==> src/hdl/float32_to_half_converter_core_macros.svh <==
// Assertion macros shared by the float32 to half converter RTL.
// No dependencies; included by the files that carry assertions.
`ifndef FLOAT32_TO_HALF_CONVERTER_CORE_MACROS_SVH
`define FLOAT32_TO_HALF_CONVERTER_CORE_MACROS_SVH

// Same-cycle implication, checked while reset is low.
`define F2H_ASSERT_SAME(label, clk, rst, ante, cons, msg) \
   label: assert property (@(posedge clk) disable iff (rst) (ante) |-> (cons)) \
      else $error(msg);

// Next-cycle implication, checked while reset is low.
`define F2H_ASSERT_NEXT(label, clk, rst, ante, cons, msg) \
   label: assert property (@(posedge clk) disable iff (rst) (ante) |=> (cons)) \
      else $error(msg);

`endif

==> src/hdl/f2h_pkg.sv <==
// Types and constants for the float32 to half converter.
// No dependencies; used by the interfaces, f2h_convert, the core and the bench.
`timescale 1ns / 1ps

package f2h_pkg;

   typedef logic [31:0] single_type;
   typedef logic [15:0] half_type;

   localparam int SingleMantWidth = 23;
   localparam int HalfMantWidth   = 10;
   localparam int DropWidth       = SingleMantWidth - HalfMantWidth;

   // Biased single exponent thresholds.
   localparam logic [7:0] SingleExpAllOnes = 8'hFF;
   localparam logic [7:0] OverflowExpMax   = 8'd142;  // above this: infinity
   localparam logic [7:0] NormalExpMin     = 8'd113;  // half normal range
   localparam logic [7:0] SubnormExpMin    = 8'd103;  // half subnormal range
   localparam logic [7:0] ExpRebias        = 8'd112;  // 127 - 15

   localparam logic [4:0] HalfExpAllOnes   = 5'h1F;

endpackage

==> src/hdl/f2h_if.sv <==
// Valid/ready channel interfaces for the float32 input and half result.
// Depends on f2h_pkg.
`timescale 1ns / 1ps

interface f2h_req_if;
   import f2h_pkg::*;

   logic       valid;
   logic       ready;
   single_type single_bits;

   modport source (output valid, output single_bits, input ready);
   modport sink   (input valid, input single_bits, output ready);
endinterface

interface f2h_rsp_if;
   import f2h_pkg::*;

   logic     valid;
   logic     ready;
   half_type half_bits;

   modport source (output valid, output half_bits, input ready);
   modport sink   (input valid, input half_bits, output ready);
endinterface

==> src/hdl/f2h_pipe_reg.sv <==
// One valid/ready register stage; holds its word until the next stage takes it.
// No package dependencies.
`timescale 1ns / 1ps

module f2h_pipe_reg #(
   parameter int Width = 32
) (
   input  logic             clock,
   input  logic             reset,
   input  logic             in_valid,
   output logic             in_ready,
   input  logic [Width-1:0] in_data,
   output logic             out_valid,
   input  logic             out_ready,
   output logic [Width-1:0] out_data
);

   logic             valid_ff, valid_in;
   logic [Width-1:0] data_ff, data_in;

   // The stage can load whenever it is empty or its word leaves this cycle.
   assign in_ready = !valid_ff || out_ready;

   always_comb begin
      valid_in = valid_ff;
      data_in  = data_ff;
      if (in_ready) begin
         valid_in = in_valid;
         if (in_valid) begin
            data_in = in_data;
         end
      end
   end

   always_ff @(posedge clock) begin
      if (reset) begin
         valid_ff <= 1'b0;
      end else begin
         valid_ff <= valid_in;
      end
   end

   always_ff @(posedge clock) begin
      data_ff <= data_in;
   end

   assign out_valid = valid_ff;
   assign out_data  = data_ff;

endmodule

==> src/hdl/f2h_convert.sv <==
// Combinational binary32 to binary16 conversion of one word.
// Depends on f2h_pkg.
`timescale 1ns / 1ps

module f2h_convert (
   input  f2h_pkg::single_type single_bits,
   output f2h_pkg::half_type   half_bits
);
   import f2h_pkg::*;

   logic                       sign;
   logic [7:0]                 exp;
   logic [SingleMantWidth-1:0] mant;
   logic [HalfMantWidth-1:0]   nan_mant;
   logic [4:0]                 norm_exp;
   logic                       norm_round;
   logic [14:0]                norm_mag;
   logic [7:0]                 sub_shift;
   logic [SingleMantWidth:0]   sub_full;
   logic [SingleMantWidth:0]   sub_shifted;
   logic [HalfMantWidth:0]     sub_mag;

   assign sign = single_bits[31];
   assign exp  = single_bits[30:23];
   assign mant = single_bits[SingleMantWidth-1:0];

   // A NaN keeps its top payload bits but must not collapse to infinity.
   assign nan_mant = (mant[SingleMantWidth-1:DropWidth] != '0)
                   ? mant[SingleMantWidth-1:DropWidth] : HalfMantWidth'(1);

   // Normal range: round to nearest even. The carry runs straight into the
   // exponent field, so a mantissa overflow at the top exponent gives infinity.
   assign norm_exp   = 5'(exp - ExpRebias);
   assign norm_round = mant[DropWidth-1]
                     && ((mant[DropWidth-2:0] != '0) || mant[DropWidth]);
   assign norm_mag   = {norm_exp, mant[SingleMantWidth-1:DropWidth]} + 15'(norm_round);

   // Subnormal range: the shift leaves the first dropped bit at bit 0, and
   // that bit alone decides the round-up. A carry to 0x400 is the smallest normal.
   assign sub_shift   = (NormalExpMin - exp) + 8'(DropWidth - 1);
   assign sub_full    = {1'b1, mant};
   assign sub_shifted = sub_full >> sub_shift[4:0];
   assign sub_mag     = sub_shifted[HalfMantWidth+1:1] + (HalfMantWidth+1)'(sub_shifted[0]);

   always_comb begin
      if (single_bits[30:0] == '0) begin
         half_bits = {sign, 15'd0};
      end else if (exp == SingleExpAllOnes) begin
         if (mant == '0) begin
            half_bits = {sign, HalfExpAllOnes, {HalfMantWidth{1'b0}}};
         end else begin
            half_bits = {sign, HalfExpAllOnes, nan_mant};
         end
      end else if (exp > OverflowExpMax) begin
         half_bits = {sign, HalfExpAllOnes, {HalfMantWidth{1'b0}}};
      end else if (exp >= NormalExpMin) begin
         half_bits = {sign, norm_mag};
      end else if (exp >= SubnormExpMin) begin
         half_bits = {sign, 4'd0, sub_mag};
      end else begin
         half_bits = {sign, 15'd0};
      end
   end

endmodule

==> src/hdl/float32_to_half_converter_core.sv <==
// Float32 to half converter: an input register, the conversion logic and a result
// register. A transfer can be taken on every clock while the result side keeps up;
// when a result waits at the output, the block takes at most one more word and then
// holds req_ready low. Each word passes the input register and then the result
// register and comes out in order, one result per input. Throughput is one word per
// clock while the result side keeps up. Overflow gives infinity, the normal range
// rounds to nearest even, the half subnormal range rounds half up, NaN stays NaN.
`timescale 1ns / 1ps

`include "float32_to_half_converter_core_macros.svh"

module float32_to_half_converter_core (
   input  logic         clock,
   input  logic         reset,
   f2h_req_if.sink      req_bus,
   f2h_rsp_if.source    rsp_bus
);
   import f2h_pkg::*;

   logic       in_valid;
   logic       in_ready;
   single_type in_word;
   half_type   conv_word;
   logic       in_move;
   logic       in_sign;
   logic       in_is_nan;
   logic       rsp_sign;
   logic       rsp_is_nan;
   logic       pipe_empty;

   f2h_pipe_reg #(.Width(32)) u_in_stage (
      .clock     (clock),
      .reset     (reset),
      .in_valid  (req_bus.valid),
      .in_ready  (req_bus.ready),
      .in_data   (req_bus.single_bits),
      .out_valid (in_valid),
      .out_ready (in_ready),
      .out_data  (in_word)
   );

   f2h_convert u_convert (
      .single_bits (in_word),
      .half_bits   (conv_word)
   );

   f2h_pipe_reg #(.Width(16)) u_out_stage (
      .clock     (clock),
      .reset     (reset),
      .in_valid  (in_valid),
      .in_ready  (in_ready),
      .in_data   (conv_word),
      .out_valid (rsp_bus.valid),
      .out_ready (rsp_bus.ready),
      .out_data  (rsp_bus.half_bits)
   );

   assign in_move    = in_valid && in_ready;
   assign in_sign    = in_word[31];
   assign in_is_nan  = (in_word[30:23] == SingleExpAllOnes) && (in_word[22:0] != '0);
   assign rsp_sign   = rsp_bus.half_bits[15];
   assign rsp_is_nan = (rsp_bus.half_bits[14:10] == HalfExpAllOnes)
                     && (rsp_bus.half_bits[9:0] != '0);
   assign pipe_empty = !in_valid && !rsp_bus.valid;

   // A word leaving the input register must appear as a result next cycle.
   `F2H_ASSERT_NEXT(a_stage_move, clock, reset, in_move, rsp_bus.valid, "word lost between stages")

   // The sign bit always survives the conversion.
   `F2H_ASSERT_NEXT(a_sign_kept, clock, reset, in_move, rsp_sign == $past(in_sign), "sign changed")

   // A NaN input stays a NaN.
   `F2H_ASSERT_NEXT(a_nan_kept, clock, reset, in_move && in_is_nan, rsp_is_nan, "NaN lost")

   // With both stages empty the block must take input.
   `F2H_ASSERT_SAME(a_empty_ready, clock, reset, pipe_empty, req_bus.ready, "empty pipe not ready")

endmodule

==> src/flat_wrapper.sv <==
// flat-port wrapper written by rule: the top's interface ports become plain ports
module float32_to_half_converter_core_flat import f2h_pkg::*;
  (clock, reset, req_bus_valid, req_bus_single_bits, req_bus_ready, rsp_bus_valid, rsp_bus_half_bits, rsp_bus_ready);
  f2h_req_if req_bus_i ();
  f2h_rsp_if rsp_bus_i ();
  input  logic clock;
  input  logic reset;
  input wire logic [$bits(req_bus_i.valid)-1:0] req_bus_valid;
  input wire logic [$bits(req_bus_i.single_bits)-1:0] req_bus_single_bits;
  output wire logic [$bits(req_bus_i.ready)-1:0] req_bus_ready;
  output wire logic [$bits(rsp_bus_i.valid)-1:0] rsp_bus_valid;
  output wire logic [$bits(rsp_bus_i.half_bits)-1:0] rsp_bus_half_bits;
  input wire logic [$bits(rsp_bus_i.ready)-1:0] rsp_bus_ready;
  assign req_bus_i.valid = req_bus_valid;
  assign req_bus_i.single_bits = req_bus_single_bits;
  assign req_bus_ready = req_bus_i.ready;
  assign rsp_bus_valid = rsp_bus_i.valid;
  assign rsp_bus_half_bits = rsp_bus_i.half_bits;
  assign rsp_bus_i.ready = rsp_bus_ready;
  float32_to_half_converter_core u_core (.clock(clock), .reset(reset), .req_bus(req_bus_i), .rsp_bus(rsp_bus_i));
endmodule
==> config.mk <==
export PLATFORM = sky130hd
export DESIGN_NAME = float32_to_half_converter_core_flat
export DESIGN_NICKNAME = d
export VERILOG_FILES = /design/src/hdl/f2h_pkg.sv /design/src/hdl/f2h_if.sv /design/src/hdl/f2h_pipe_reg.sv /design/src/hdl/f2h_convert.sv /design/src/hdl/float32_to_half_converter_core.sv /design/src/flat_wrapper.sv
export VERILOG_INCLUDE_DIRS = /design/src /design/src/hdl
export SDC_FILE = /design/constraint.sdc
export NUM_CORES = 1
export LEC_CHECK = 0
export ABC_AREA = 1
export BUFFER_PORTS_ARGS = -buffer_cell sky130_fd_sc_hd__buf_4
export CORE_ASPECT_RATIO = 0.8
export CORE_UTILIZATION = 52
export DETAILED_ROUTE_END_ITERATION = 10
export PLACE_DENSITY = 0.77
export SLEW_MARGIN = 0
export SYNTH_ARGS = -nofsm -noshare
export SYNTH_HDL_FRONTEND = slang
export SYNTH_SLANG_ARGS = --single-unit
==> constraint.sdc <==
create_clock -name clock -period 3.06 [get_ports clock]
set_clock_uncertainty 0.1 [all_clocks]
set_input_delay 0.612 -clock clock [delete_from_list [all_inputs] [get_ports clock]]
set_output_delay 0.612 -clock clock [all_outputs]
set_load 0.01 [all_outputs]
Word level (Yosys, flattened, before mapping):

Cells that the tools add are included.

* equal/unequal tests: 1
* shift operators: 1
* multiplexer cells: 6
* add/sub/neg operators: 5
* $lt $le $gt $ge: 3
* reduce and logical (&&, ||, !) cells: 12

Operator list (count)
* 2-to-1 mux 15 bit: 3
* logical NOT 31 bit: 1
* >> shifter 24 x 5 -> 12 bit: 1
* logical NOT 23 bit: 1
* 2-to-1 mux 10 bit: 2
* greater-or-equal comparator 8 x 7 -> 1 bit, second input constant: 2
* adder 15 x 1 -> 15 bit: 1
* nonzero test 12 bit: 1
* adder 11 x 1 -> 11 bit: 1
* 2-to-1 mux 11 bit: 1
* nonzero test 10 bit: 1
* equality test 8 bit, second input constant: 1
* > comparator 8 bit, second input constant: 1
* adder 5 x 4 -> 5 bit, second input constant: 1
* subtractor 5 bit, first input constant: 1
* subtractor 5 bit, second input constant: 1
* AND reduction 2 bit: 2
* logical OR 1 bit: 3
* logical NOT 1 bit: 2
* logical AND 1 bit: 1

* output and inout port bits: 18
* flip-flop bits (word level): 50

Longest topological paths before layout:

Gate-level depths: netlist of run 1.

* word-level depth: 8
* depth in mapped cells: 23
* depth with buffers taken out: 19

Modules after synthesis:

From an unflattened synthesis of run 1, not the netlist that was laid out.

* cells, all modules: 507
* area, all modules: 3822.4 um^2

Modules (own cells, without submodules)
* f2h_convert: area an instance 2285.9 um^2, instances 1, cells an instance 447
* f2h_pipe_reg at u_core.u_in_stage: area an instance 1008.5 um^2, instances 1, cells an instance 38
* f2h_pipe_reg at u_core.u_out_stage: area an instance 528.0 um^2, instances 1, cells an instance 22

Worst setup path before layout of run 1:

Ideal clock, no wire load.

* path type: flip-flop to flip-flop
* from: register u_core.u_in_stage.data_ff[24] (netlist: u_core.u_in_stage.out_data[24])
* to: register u_core.u_out_stage.data_ff[9] (netlist: u_core.u_out_stage.out_data[9]) (data pin)
* data arrival time: 2.867 ns
* setup time: 0.252 ns
* cell stages (with the launch flop): 23
* buffers on the path: 4
* data required time: 2.708 ns
* slack: -0.160 ns
* path through: edfxtp_1 > buf_4 > inv_2 > buf_2 > ha_1 > buf_4 > clkinv_1 > buf_2 > o21ai_0 > nand2_1 > o211ai_1 > nand2_1 > o21ai_0 > ha_1 > nand2_1 > nor2_1 > nand3_1 > nand2_1 > inv_1 > nand2_1 > nand2_1 > nand2_1 > nand2_1

* word-level cells in the longest chain between the ends: 8

Ends and longest elaborated chain
* from (decl): line f2h_pipe_reg.sv:19 `logic [Width-1:0] data_ff, data_in;`
* from (signal assigned): line f2h_pipe_reg.sv:44 `data_ff <= data_in;`
* subtractor 5 bit: line f2h_convert.sv:40 `assign sub_shift = (NormalExpMin - exp) + 8'(DropWidth - 1);`
* adder 5 x 4 -> 5 bit: line f2h_convert.sv:40
* >> shifter 24 x 5 -> 12 bit: line f2h_convert.sv:42 `assign sub_shifted = sub_full >> sub_shift[4:0];`
* adder 11 x 1 -> 11 bit: line f2h_convert.sv:43 `assign sub_mag = sub_shifted[HalfMantWidth+1:1] + (HalfMantWidth+1)'(sub_shifted[0]);`
* 2-to-1 mux 11 bit: line f2h_convert.sv:58 `end else if (exp >= SubnormExpMin) begin`
* 2-to-1 mux 15 bit: line f2h_convert.sv:56 `end else if (exp >= NormalExpMin) begin`
* 2-to-1 mux 15 bit: line f2h_convert.sv:54 `end else if (exp > OverflowExpMax) begin`
* 2-to-1 mux 15 bit: line f2h_convert.sv:48 `end else if (exp == SingleExpAllOnes) begin`
* to (signal assigned): line f2h_pipe_reg.sv:44
* to (decl): line f2h_pipe_reg.sv:19

Several ways; a longest one is shown, not always the timed one.
A chain may end at the register's enable or synchronous reset.

Worst setup path in the final report of run 1:

* from: register u_core.u_in_stage.data_ff[25] (netlist: u_core.u_in_stage.out_data[25])
* to: register u_core.u_out_stage.data_ff[10] (netlist: u_core.u_out_stage.out_data[10]) (data pin)

Same word-level chain as after synthesis.

==> flow_summary.yaml, run 1 <==
status:
  status: "finished clean"
hold_path:
  holdPathStages: 0
  min_from: "u_core.u_in_stage.out_data[31]"
  hp-class: "flip-flop to flip-flop"
  whs_endpoint: "u_core.u_out_stage.out_data[15]"
setup_path:
  startpoint_type: "flip-flop"
  path_delay_family: "simple AND/OR/NAND/NOR gates"
  ff2ff_setup_slack_ns: 0.25
  crit_path_cell_trace: "inv_1 -> ha_1 -> inv_4 -> nand3_1 -> o21ai_1 -> nand2_1 -> o211ai_1 -> nand2_1 -> o21ai_1 -> ha_1 -> nand2_1 -> nor2_4 -> nand3_2 -> inv_2 -> nand3b_1 -> nand3_1 -> nand2_1"
  path_buf_inv: 3
  worstSetupPathType: "flip-flop to flip-flop"
  end_kind: "flip-flop"
  worstRegToRegCells: 17
  path_max_fanout: 11
  reg2reg_to: "u_core.u_out_stage.out_data[10]"
  critPathMaxStageDelay_ns: 0.46
  reg2reg_from: "u_core.u_in_stage.out_data[25]"
  critPathArrivalTime_ns: 2.77
  critical_path.slowest_cell: "edfxtp_1"
  cp_common_cell: "nand2_1"
  required_ns: 3.02
power:
  ir_worst_vdd_uv: 364.5
  p_leak_uw: 0.001932
  power-per-cell-area_nw_per_um2: 402.8
routing:
  dr.pass1.iters: 5
  routed_via_density: 5.665
  wl_per_cell_um: 14.91
  wirelength_mm: 9.616
  drc: 0
  drtAntennaViolNets: 0
  vias: 3654
  drt-initial-drc-count: 400
layout:
  fin_nets: 602
  syn2layout_area_growth_pct: 18.37
  layout.cells.non_filler: 645
  fin_util_pct: 65.06
  drive_above_1_share_pct: 18.00
  antennaDiodeCount: 0
sta:
  slew-limit-headroom_pct: 67.89
  fin_tns_setup_ns: 0
  slew_violations: 0
  setup_viol: 0
  finalCriticalPeriod_ns: 2.812
  worst_pin_slew_ns: 0.4780
  fmax_ghz: 0.3556
  timing.final.crit_share_pct: 91.89
  rsz0062_at_grt: "no"
  hold_viol: 0
clock_network:
  clockBufferDepth: 2
  cts_made_buffers: 5
  clk_pin_slew_worst_paths_ns: 0.09
  htree_levels: 2
  cts_hold_buffers: 0
  insertion_delay_ns: 0.30
  cts_tree: "built"
  cts.sinks: 50
  clockRootBuffer: "clkbuf_8"
synthesis:
  synth_area_sq_um: 3576
  avgSynthCellArea_sq_um: 7.152
  yosysSeqAreaShare_pct: 41.43
  yosys_warnings: 0
  syn_inst: 500
  ys_seq_elements: 50
  syn_nets: 542
  ys_types: 36
global_route:
  grt_pass1_wl_mm: 15.47
  grt_max_degree: 33
  grt_overflow: 0
  antenna_found_initial: 0
  grt_usage_pct: 27.85
  grt_pass1_vias: 3187
floorplan:
  fp.dieH_um: 76.17
  start_util_pct: 54.96
  fp.coreArea_sq_um: 6506
  ios: 54
  fp.dieArea_sq_um: 7214
  fp-row-count: 26
  fp.dieW_um: 94.72
placed_design:
  port_buffers: 53
  placedCellCount: 635
  dp_hpwl_mm: 7.520
  place_congestion: 0.9528
run:
  drv_cap: 0
## final cells by class
type / instances / area [sq um]
fill: 595 / 2273
multi-input combinational: 396 / 1877
sequential: 50 / 1481
timing repair buffer: 71 / 540.5
inverter: 36 / 142.6
tap: 84 / 105.1
clock buffer: 6 / 72.57
clock inverter: 2 / 13.76
## worst max-delay path by stage
stage	startpoint	to	slack (ns)	depth (start not counted)
after global placement	u_core.u_in_stage.out_data[24]	u_core.u_out_stage.out_data[10]	0.22	14
after floorplan	u_core.u_in_stage.out_data[24]	u_core.u_out_stage.out_data[9]	0.02	23
after global routing	u_core.u_in_stage.out_data[25]	u_core.u_out_stage.out_data[10]	0.004	15
after CTS	u_core.u_in_stage.out_data[24]	u_core.u_out_stage.out_data[10]	0.18	14
after detailed placement	u_core.u_in_stage.out_data[24]	u_core.u_out_stage.out_data[10]	0.20	14
final	u_core.u_in_stage.out_data[25]	u_core.u_out_stage.out_data[10]	0.25	17
## stage by stage
stage | worst slack [ns] | hold slack [ns] | power [uW] | instance area (sq um)
after floorplan | 0.01522 | 0.3003 | 1156 | 3587
after global placement | 0.2192 | 0.3025 | 1306 | 4106
after detailed placement | 0.1993 | 0.3393 | 1310 | 4106
after CTS | 0.1846 | 0.3560 | 1690 | 4193
after global routing | 0.003780 | 0.3542 | 1791 | 4233
final | 0.2482 | 0.3565 | 1705 | 4233
## sequential cells by signal, summed over array words and instances, names as in the netlist
name / count
u_core.u_in_stage.out_data: 32
u_core.u_in_stage.out_valid: 1
u_core.u_out_stage.out_data: 16
u_core.u_out_stage.out_valid: 1
## Yosys cell counts
cell       count  area, sq um
inv_4          1        6.260
buf_4          6        45.04
a21oi_1       14        70.07
nor2_2         2        12.51
o211ai_1       5        37.54
nor2_4         3        33.78
a21boi_1       1        7.510
o22ai_1        1        6.260
buf_2          7        35.03
or2_2          2        12.51
inv_1         28        105.1
nand2_1      185        694.4
nor4_1         4        25.02
ha_1           6        75.07
o21a_1         1        7.510
xor2_2         1        16.27
inv_2          5        18.77
nor3_1         4        20.02
xor2_1         3        26.28
a31oi_1        2        12.51
o2111ai_1      1        8.760
and2_1         2        12.51
nor2_1        37        138.9
o31ai_1        2        15.01
clkbuf_1       5        18.77
edfxtp_1      48         1441
o21ai_0       22        110.1
nand3b_1       2        15.01
nand3_1       79        395.4
o21ai_1        6        30.03
a22oi_1        2        15.01
nand2_2        4        25.02
nand4_1        4        25.02
dfxtp_1        2        40.04
clkinv_1       2        7.510
nand3_2        1        10.01
## what timing repair did
item / 4_1_cts / 5_1_grt
resized for setup: 0 / 9
setup buffers: 0 / 2
endpoints found under the setup margin: 0 / 7
## report_power, final
part	leakage, uW	switching, uW	total [uW]	internal (uW)
clock network	0.0000456	225	389	163
logic	0.00141	301	480	179
registers	0.000481	36.8	836	799
## kinds of logic (layout without fill, tap and decap cells)
group / Yosys count / count (layout) / synth area share, %
AO/OA/AOI/OAI: 57 / 57 / 8.958
XOR/XNOR: 4 / 4 / 1.190
AND/OR/NAND/NOR: 329 / 329 / 39.71
adder cells (fa/ha/maj): 6 / 6 / 2.099
flip-flops: 50 / 50 / 41.43
buffers and inverters: 54 / 115 / 6.613
## routing by layer
layer / share of wire [%] / GRT usage [%] / wire, um / up-vias
met1: 46 / 43.54 / 4439 / 1639
met2: 42 / 39.42 / 4044 / 196
met4: 1.1 / 5.152 / 110 / 0
met5: 0 / 0 / 0 / -
met3: 11 / 6.287 / 1022 / 16
li1: - / - / - / 1803
## layout by cell type, fill, tap and decap left out, types with 4 or more instances in the layout
master,instances
inv_2,4
nand2_1,184
nand3_1,79
inv_1,28
o211ai_1,5
nor2_1,36
buf_4,69
nor3_1,4
o21ai_0,18
o21ai_1,10
nand2_2,5
a21oi_1,14
nand4_1,4
edfxtp_1,48
nor4_1,4
ha_1,5
clkbuf_8,5
(Power assumes the default switching activity.)
==> inputs of run 2 (changes only) <==
RECOVER_POWER = 25   (was default)
==> run 2 against run 1 <==
Core utilization did not move. Critical path depth fell by 2. Cell count is the same. Power shrank 0.23%. Register-to-register slack hardly changed. Sequential power barely moved. Worst setup slack worse by 0.0097 ns. Design area stayed put. Non-clock buffer count is the same. Count of clock-buffer cells in the layout unchanged. Flip-flop and latch count did not move. Largest cell class unchanged.
==> flow_summary.yaml, run 2 (synthesis gave the netlist of run 1 again) <==
global_route:
  grt_max_degree: 33
  grt_overflow: 0
  grt_pass1_wl_mm: 15.47
  antenna_found_initial: 0
  grt_pass1_vias: 3187
  grt_usage_pct: 27.85
clock_network:
  cts.sinks: 50
  insertion_delay_ns: 0.30
  cts_tree: "built"
  clockBufferDepth: 2
  htree_levels: 2
  cts_made_buffers: 5
  clockRootBuffer: "clkbuf_8"
  cts_hold_buffers: 0
  clk_pin_slew_worst_paths_ns: 0.09
layout:
  final_common_cell: "nand2_1"
  fin_area_sq_um: 4233
  largest_register_ff_count: 32
  fin_nets: 602
  antennaDiodeCount: 0
  layout_common_cells: "nand2_1, nand3_1, edfxtp_1, buf_4, nor2_1"
  fin_util_pct: 65.06
  syn2layout_area_growth_pct: 18.37
  drive_above_1_share_pct: 18.00
setup_path:
  critical_path.slowest_cell: "edfxtp_1"
  ff2ff_setup_slack_ns: 0.24
  cp_common_cell: "nand2_1"
  end_kind: "flip-flop"
  critPathArrivalTime_ns: 2.78
  required_ns: 3.02
  startpoint_type: "flip-flop"
  worstSetupPathType: "flip-flop to flip-flop"
  reg2reg_to: "u_core.u_out_stage.out_data[10]"
  reg2reg_from: "u_core.u_in_stage.out_data[24]"
  worstRegToRegCells: 15
  critPathMaxStageDelay_ns: 0.45
  crit_path_cell_trace: "ha_1 -> xor2_4 -> buf_6 -> nand3_1 -> o211ai_1 -> nand2_1 -> o21ai_1 -> ha_1 -> nand2_1 -> nor2_4 -> nand3_2 -> inv_2 -> nand3b_1 -> nand3_1 -> nand2_1"
  path_max_fanout: 11
power:
  comb_power_share_pct: 28.2
  p_seq_share_pct: 49.1
  power-per-cell-area_nw_per_um2: 401.8
  p_int_uw: 1139
  p_sw_uw: 561.4
  ir_worst_vdd_uv: 364.3
  p_leak_uw: 0.001926
  sw_frac_of_total_pct: 33.01
  p_clk_share_pct: 22.7
floorplan:
  fp.dieArea_sq_um: 7214
  fp.dieW_um: 94.72
  fp.coreArea_sq_um: 6506
  ios: 54
  start_util_pct: 54.96
  fp-row-count: 26
  fp.dieH_um: 76.17
routing:
  drc: 0
  vias: 3622
  dr.pass1.iters: 9
  wirelength_mm: 9.568
  drtAntennaViolNets: 0
  routed_via_density: 5.616
  drt-initial-drc-count: 447
  wl_per_cell_um: 14.83
sta:
  timing.final.crit_share_pct: 92.20
  worst_hold_slack_ns: 0.3556
  worst_pin_slew_ns: 0.4583
  rsz0062_at_grt: "no"
  finalCriticalPeriod_ns: 2.821
  setup_viol: 0
  slew-limit-headroom_pct: 69.21
  fmax_ghz: 0.3544
  fin_tns_setup_ns: 0
  slew_violations: 0
  hold_viol: 0
placed_design:
  postPlaceCellArea_sq_um: 4106
  port_buffers: 53
  place_congestion: 0.9528
  dp_hpwl_mm: 7.520
run:
  drv_cap: 0
status:
  status: "finished clean"
hold_path:
  holdPathStages: 0
  min_from: "u_core.u_in_stage.out_data[31]"
  hp-class: "flip-flop to flip-flop"
  whs_endpoint: "u_core.u_out_stage.out_data[15]"
==> run 2: changes by cell type in the layout (fill, tap and decap cells not counted), sizes merged <==
cell | before | now
buf | 71 | 42
clkbuf | 6 | 35
==> run 2: area by class of cell <==
class | count | area, sq um
clock buffer | 6 | 72.57
sequential | 50 | 1481
multi-input combinational | 396 | 1877
timing repair buffer | 71 | 540.5
clock inverter | 2 | 13.76
fill | 595 | 2273
tap | 84 | 105.1
inverter | 36 | 142.6
==> run 2: power groups by stage <==
stage	clock network [uW]	logic [uW]	registers, uW
floorplan	0	312	843
global placement	0	456	850
detailed placement	0	459	850
CTS	394	461	835
global route	417	533	840
finish	386	479	835
==> run 2: repair_timing <==
action	CTS	global route
endpoints found under the setup margin	0	7
resized for setup	0	9
setup buffers	0	2
==> run 2: worst max-delay path by stage <==
| stage | start | to | slack, ns | depth (start not counted) |
|---|---|---|---|---|
| 2_1_floorplan | u_core.u_in_stage.out_data[24] | u_core.u_out_stage.out_data[9] | 0.02 | 23 |
| 3_3_place_gp | u_core.u_in_stage.out_data[24] | u_core.u_out_stage.out_data[10] | 0.22 | 14 |
| 3_5_place_dp | u_core.u_in_stage.out_data[24] | u_core.u_out_stage.out_data[10] | 0.20 | 14 |
| 4_1_cts | u_core.u_in_stage.out_data[24] | u_core.u_out_stage.out_data[10] | 0.18 | 14 |
| 5_1_grt | u_core.u_in_stage.out_data[25] | u_core.u_out_stage.out_data[10] | 0.004 | 15 |
| 6_report | u_core.u_in_stage.out_data[24] | u_core.u_out_stage.out_data[10] | 0.24 | 15 |
==> run 2: worst max-delay path: cells and delay by family (launching register included) <==
kind	cells	cell delay (ns)
simple gates	8	0.78
fa+ha+maj	2	0.52
flops	1	0.45
xor+xnor	1	0.26
buf+inv	2	0.26
compound gates	2	0.21
==> run 2: metal layers <==
metal / track usage (%) / vias to the layer above / part of all wire (%)
li1: - / 1804 / -
met1: 43.54 / 1624 / 47
met2: 39.42 / 184 / 42
met3: 6.287 / 10 / 11
met4: 5.152 / 0 / 0.92
met5: 0 / - / 0
==> run 2: stage by stage <==
stage	setup WS, ns	std cells	power (uW)
floorplan	0.01522	500	1156
global placement	0.2192	635	1306
detailed placement	0.1993	635	1310
CTS	0.1846	643	1690
global route	0.003780	645	1789
finish	0.2386	645	1701
==> inputs of run 3 (changes only) <==
CORE_UTILIZATION = 53   (was 52)
PLACE_DENSITY = 0.78   (was 0.77)
SYNTH_HIERARCHICAL = 1   (was default)
==> run 3 against run 2 <==
Count of clock-buffer cells in the layout unchanged. Critical path type unchanged. Sequential power hardly changed. Non-clock buffer count up 1. Critical endpoint is now u_core/u_out_stage/out_data[3].
==> flow_summary.yaml, run 3 <==
status:
  status: "finished clean"
clock_network:
  insertion_delay_ns: 0.30
  cts_hold_buffers: 0
  htree_levels: 2
  cts_tree: "built"
  clk_pin_slew_worst_paths_ns: 0.09
  cts_made_buffers: 5
  cts.sinks: 50
  clockRootBuffer: "clkbuf_8"
  clockBufferDepth: 2
routing:
  drtAntennaViolNets: 0
  wl_per_cell_um: 15.32
  drt-initial-drc-count: 524
  vias: 3703
  dr.pass1.iters: 5
  drc: 0
  routed_via_density: 5.697
  wirelength_mm: 9.959
power:
  p_clk_share_pct: 23.1
  p_sw_uw: 578.5
  p_leak_uw: 0.001991
  ir_worst_vdd_uv: 322.9
  p_int_uw: 1177
  comb_power_share_pct: 29.3
  power-per-cell-area_nw_per_um2: 398.7
  sw_frac_of_total_pct: 32.96
  p_seq_share_pct: 47.6
  p_total_uw: 1755
synthesis:
  synthArstFlopShare_pct: 0
  synth_top_area_share_pct: 37.71
  ys_seq_elements: 50
  yosysSeqAreaShare_pct: 38.76
  syn_nets: 549
  synthFlopType: "edfxtp_1"
  synth_edf_count: 48
  post-synth-top-count-cell: "nand2_1"
  yosysTopAreaCell: "edfxtp_1"
  synth_common_cells: "nand2_1, nand3_1, edfxtp_1"
  yosys_warnings: 6
  synth_area_sq_um: 3822
  syn_inst: 507
  ys_types: 49
  avgSynthCellArea_sq_um: 7.539
  ys_top_cells_by_area: "edfxtp_1, nand2_1, nand3_1"
global_route:
  antenna_found_initial: 0
  grt_max_degree: 29
  grt_overflow: 0
  grt_pass1_vias: 3301
  grt_usage_pct: 26.59
  grt_pass1_wl_mm: 15.80
setup_path:
  critical_path.slowest_cell: "edfxtp_1"
  end_kind: "flip-flop"
  worstSetupPathType: "flip-flop to flip-flop"
  worstRegToRegCells: 15
  ff2ff_setup_slack_ns: 0.15
  reg2reg_to: "u_core/u_out_stage/out_data[3]"
  path_max_fanout: 10
  cp_common_cell: "o21ai_1"
  crit_path_cell_trace: "inv_4 -> ha_1 -> inv_2 -> buf_4 -> nand3_1 -> o21ai_2 -> a21oi_1 -> o22ai_1 -> ha_2 -> nand2_4 -> o21a_1 -> o21ai_1 -> nand2_1 -> o21ai_0 -> o21ai_1"
  required_ns: 3.01
  path_delay_family: "compound AO/OA/AOI/OAI gates"
  worstSetupStartpoint: "u_core/u_in_stage/out_data[24]"
  critPathArrivalTime_ns: 2.87
  reg2reg_from: "u_core/u_in_stage/out_data[24]"
  path_buf_inv: 3
  startpoint_type: "flip-flop"
  critPathMaxStageDelay_ns: 0.52
  crit_end: "u_core/u_out_stage/out_data[3]"
  crit_cells: 15
layout:
  layout_common_cells: "nand2_1, nand3_1, edfxtp_1, buf_4, nor2_1"
  antennaDiodeCount: 0
  n_fill_cell: 589
  fin_util_pct: 63.56
  final_common_cell: "nand2_1"
  largest_register_ff_count: 32
  syn2layout_area_growth_pct: 15.16
  drive_above_1_share_pct: 23.45
  fin_nets: 604
floorplan:
  fp.coreArea_sq_um: 6925
  fp.dieH_um: 77.96
  fp.dieArea_sq_um: 7558
  fp-row-count: 27
  start_util_pct: 55.19
  ios: 54
  fp.dieW_um: 96.95
sta:
  timing.final.crit_share_pct: 95.15
  fin_tns_setup_ns: 0
  finalCriticalPeriod_ns: 2.912
  slew-limit-headroom_pct: 72.26
  rsz0062_at_grt: "yes"
  worst_pin_slew_ns: 0.4162
  hold_viol: 0
  fmax_ghz: 0.3435
  setup_viol: 0
  slew_violations: 0
placed_design:
  place_congestion: 0.9678
  dp_hpwl_mm: 7.833
  port_buffers: 53
hold_path:
  hp-class: "flip-flop to flip-flop"
run:
  drv_cap: 0
run 3: cell types whose count changed in the layout (fill, tap and decap cells not counted), sizes merged, moves of 3 or more:
cell and delta:
buf +3, nand3 +3, a21oi +7, nor2 +3, or2 +4, inv +4, nand2 -17
run 3: worst register-to-register path: cells and delay by family (launching register included):
family	cells	cell delay [ns]
DFF	1	0.52
buffers and inverters	3	0.34
adders and majority gates	2	0.57
AOI/OAI and AO/OA	7	0.87
and+or+nand+nor	3	0.27
run 3: what timing repair did:
action,CTS,global route
endpoints found under the setup margin,0,9
resized for setup,0,4
buffers inserted,0,3
run 3: power by group through the flow:
| stage | Clock (uW) | Sequential, uW | Combinational, uW |
|---|---|---|---|
| floorplan | 0 | 843 | 359 |
| CTS | 413 | 838 | 498 |
| detailed placement | 0 | 853 | 497 |
| global route | 442 | 841 | 565 |
| finish | 405 | 836 | 514 |
| global placement | 0 | 852 | 489 |
run 3: per-layer routing:
layer  vias up  wire length [um]  track usage [%]
met5         -                 0                0
met4         0                91            5.821
met3        13               992            6.847
met2       186              4387            39.79
met1      1688              4487            38.65
li1       1816                 -                -
run 3: worst min-delay path by stage:
stage	cells after the start	endpoint	startpoint
floorplan	2	u_core/u_out_stage/out_valid	u_core/u_in_stage/out_valid
global placement	0	u_core/u_out_stage/out_data[15]	u_core/u_in_stage/out_data[31]
detailed placement	0	u_core/u_out_stage/out_data[15]	u_core/u_in_stage/out_data[31]
CTS	0	u_core/u_out_stage/out_data[15]	u_core/u_in_stage/out_data[31]
global route	0	u_core/u_out_stage/out_data[15]	u_core/u_in_stage/out_data[31]
finish	0	u_core/u_out_stage/out_data[15]	u_core/u_in_stage/out_data[31]
run 3: kinds of logic after synthesis:
kind of cell,count (synthesis),synth area share [%]
simple gates,318,38.07
xor+xnor,4,1.408
flops,50,38.76
fa+ha+maj,6,1.964
compound gates,65,10.61
mux,1,0.2619
buf+inv,63,8.936
run 3: area by class of cell:
cell class	count	area, sq um	share of cell area, %
well taps	87	108.9	2.473
clock inverters	2	16.27	0.3695
flip-flops and latches	50	1481	33.66
multi-input cells	394	2011	45.68
inverters	39	161.4	3.667
clock buffers	6	82.58	1.876
repair buffers	72	540.5	12.28
run 3: through the flow:
stage	setup WS [ns]	instances	area [sq um]	hold slack, ns
global route	-0.01396	650	4402	0.3394
finish	0.1484	650	4402	0.3351
global placement	0.1619	639	4273	0.3034
floorplan	0.03020	507	3822	0.3776
CTS	0.1241	647	4372	0.3387
detailed placement	0.1306	639	4273	0.3147
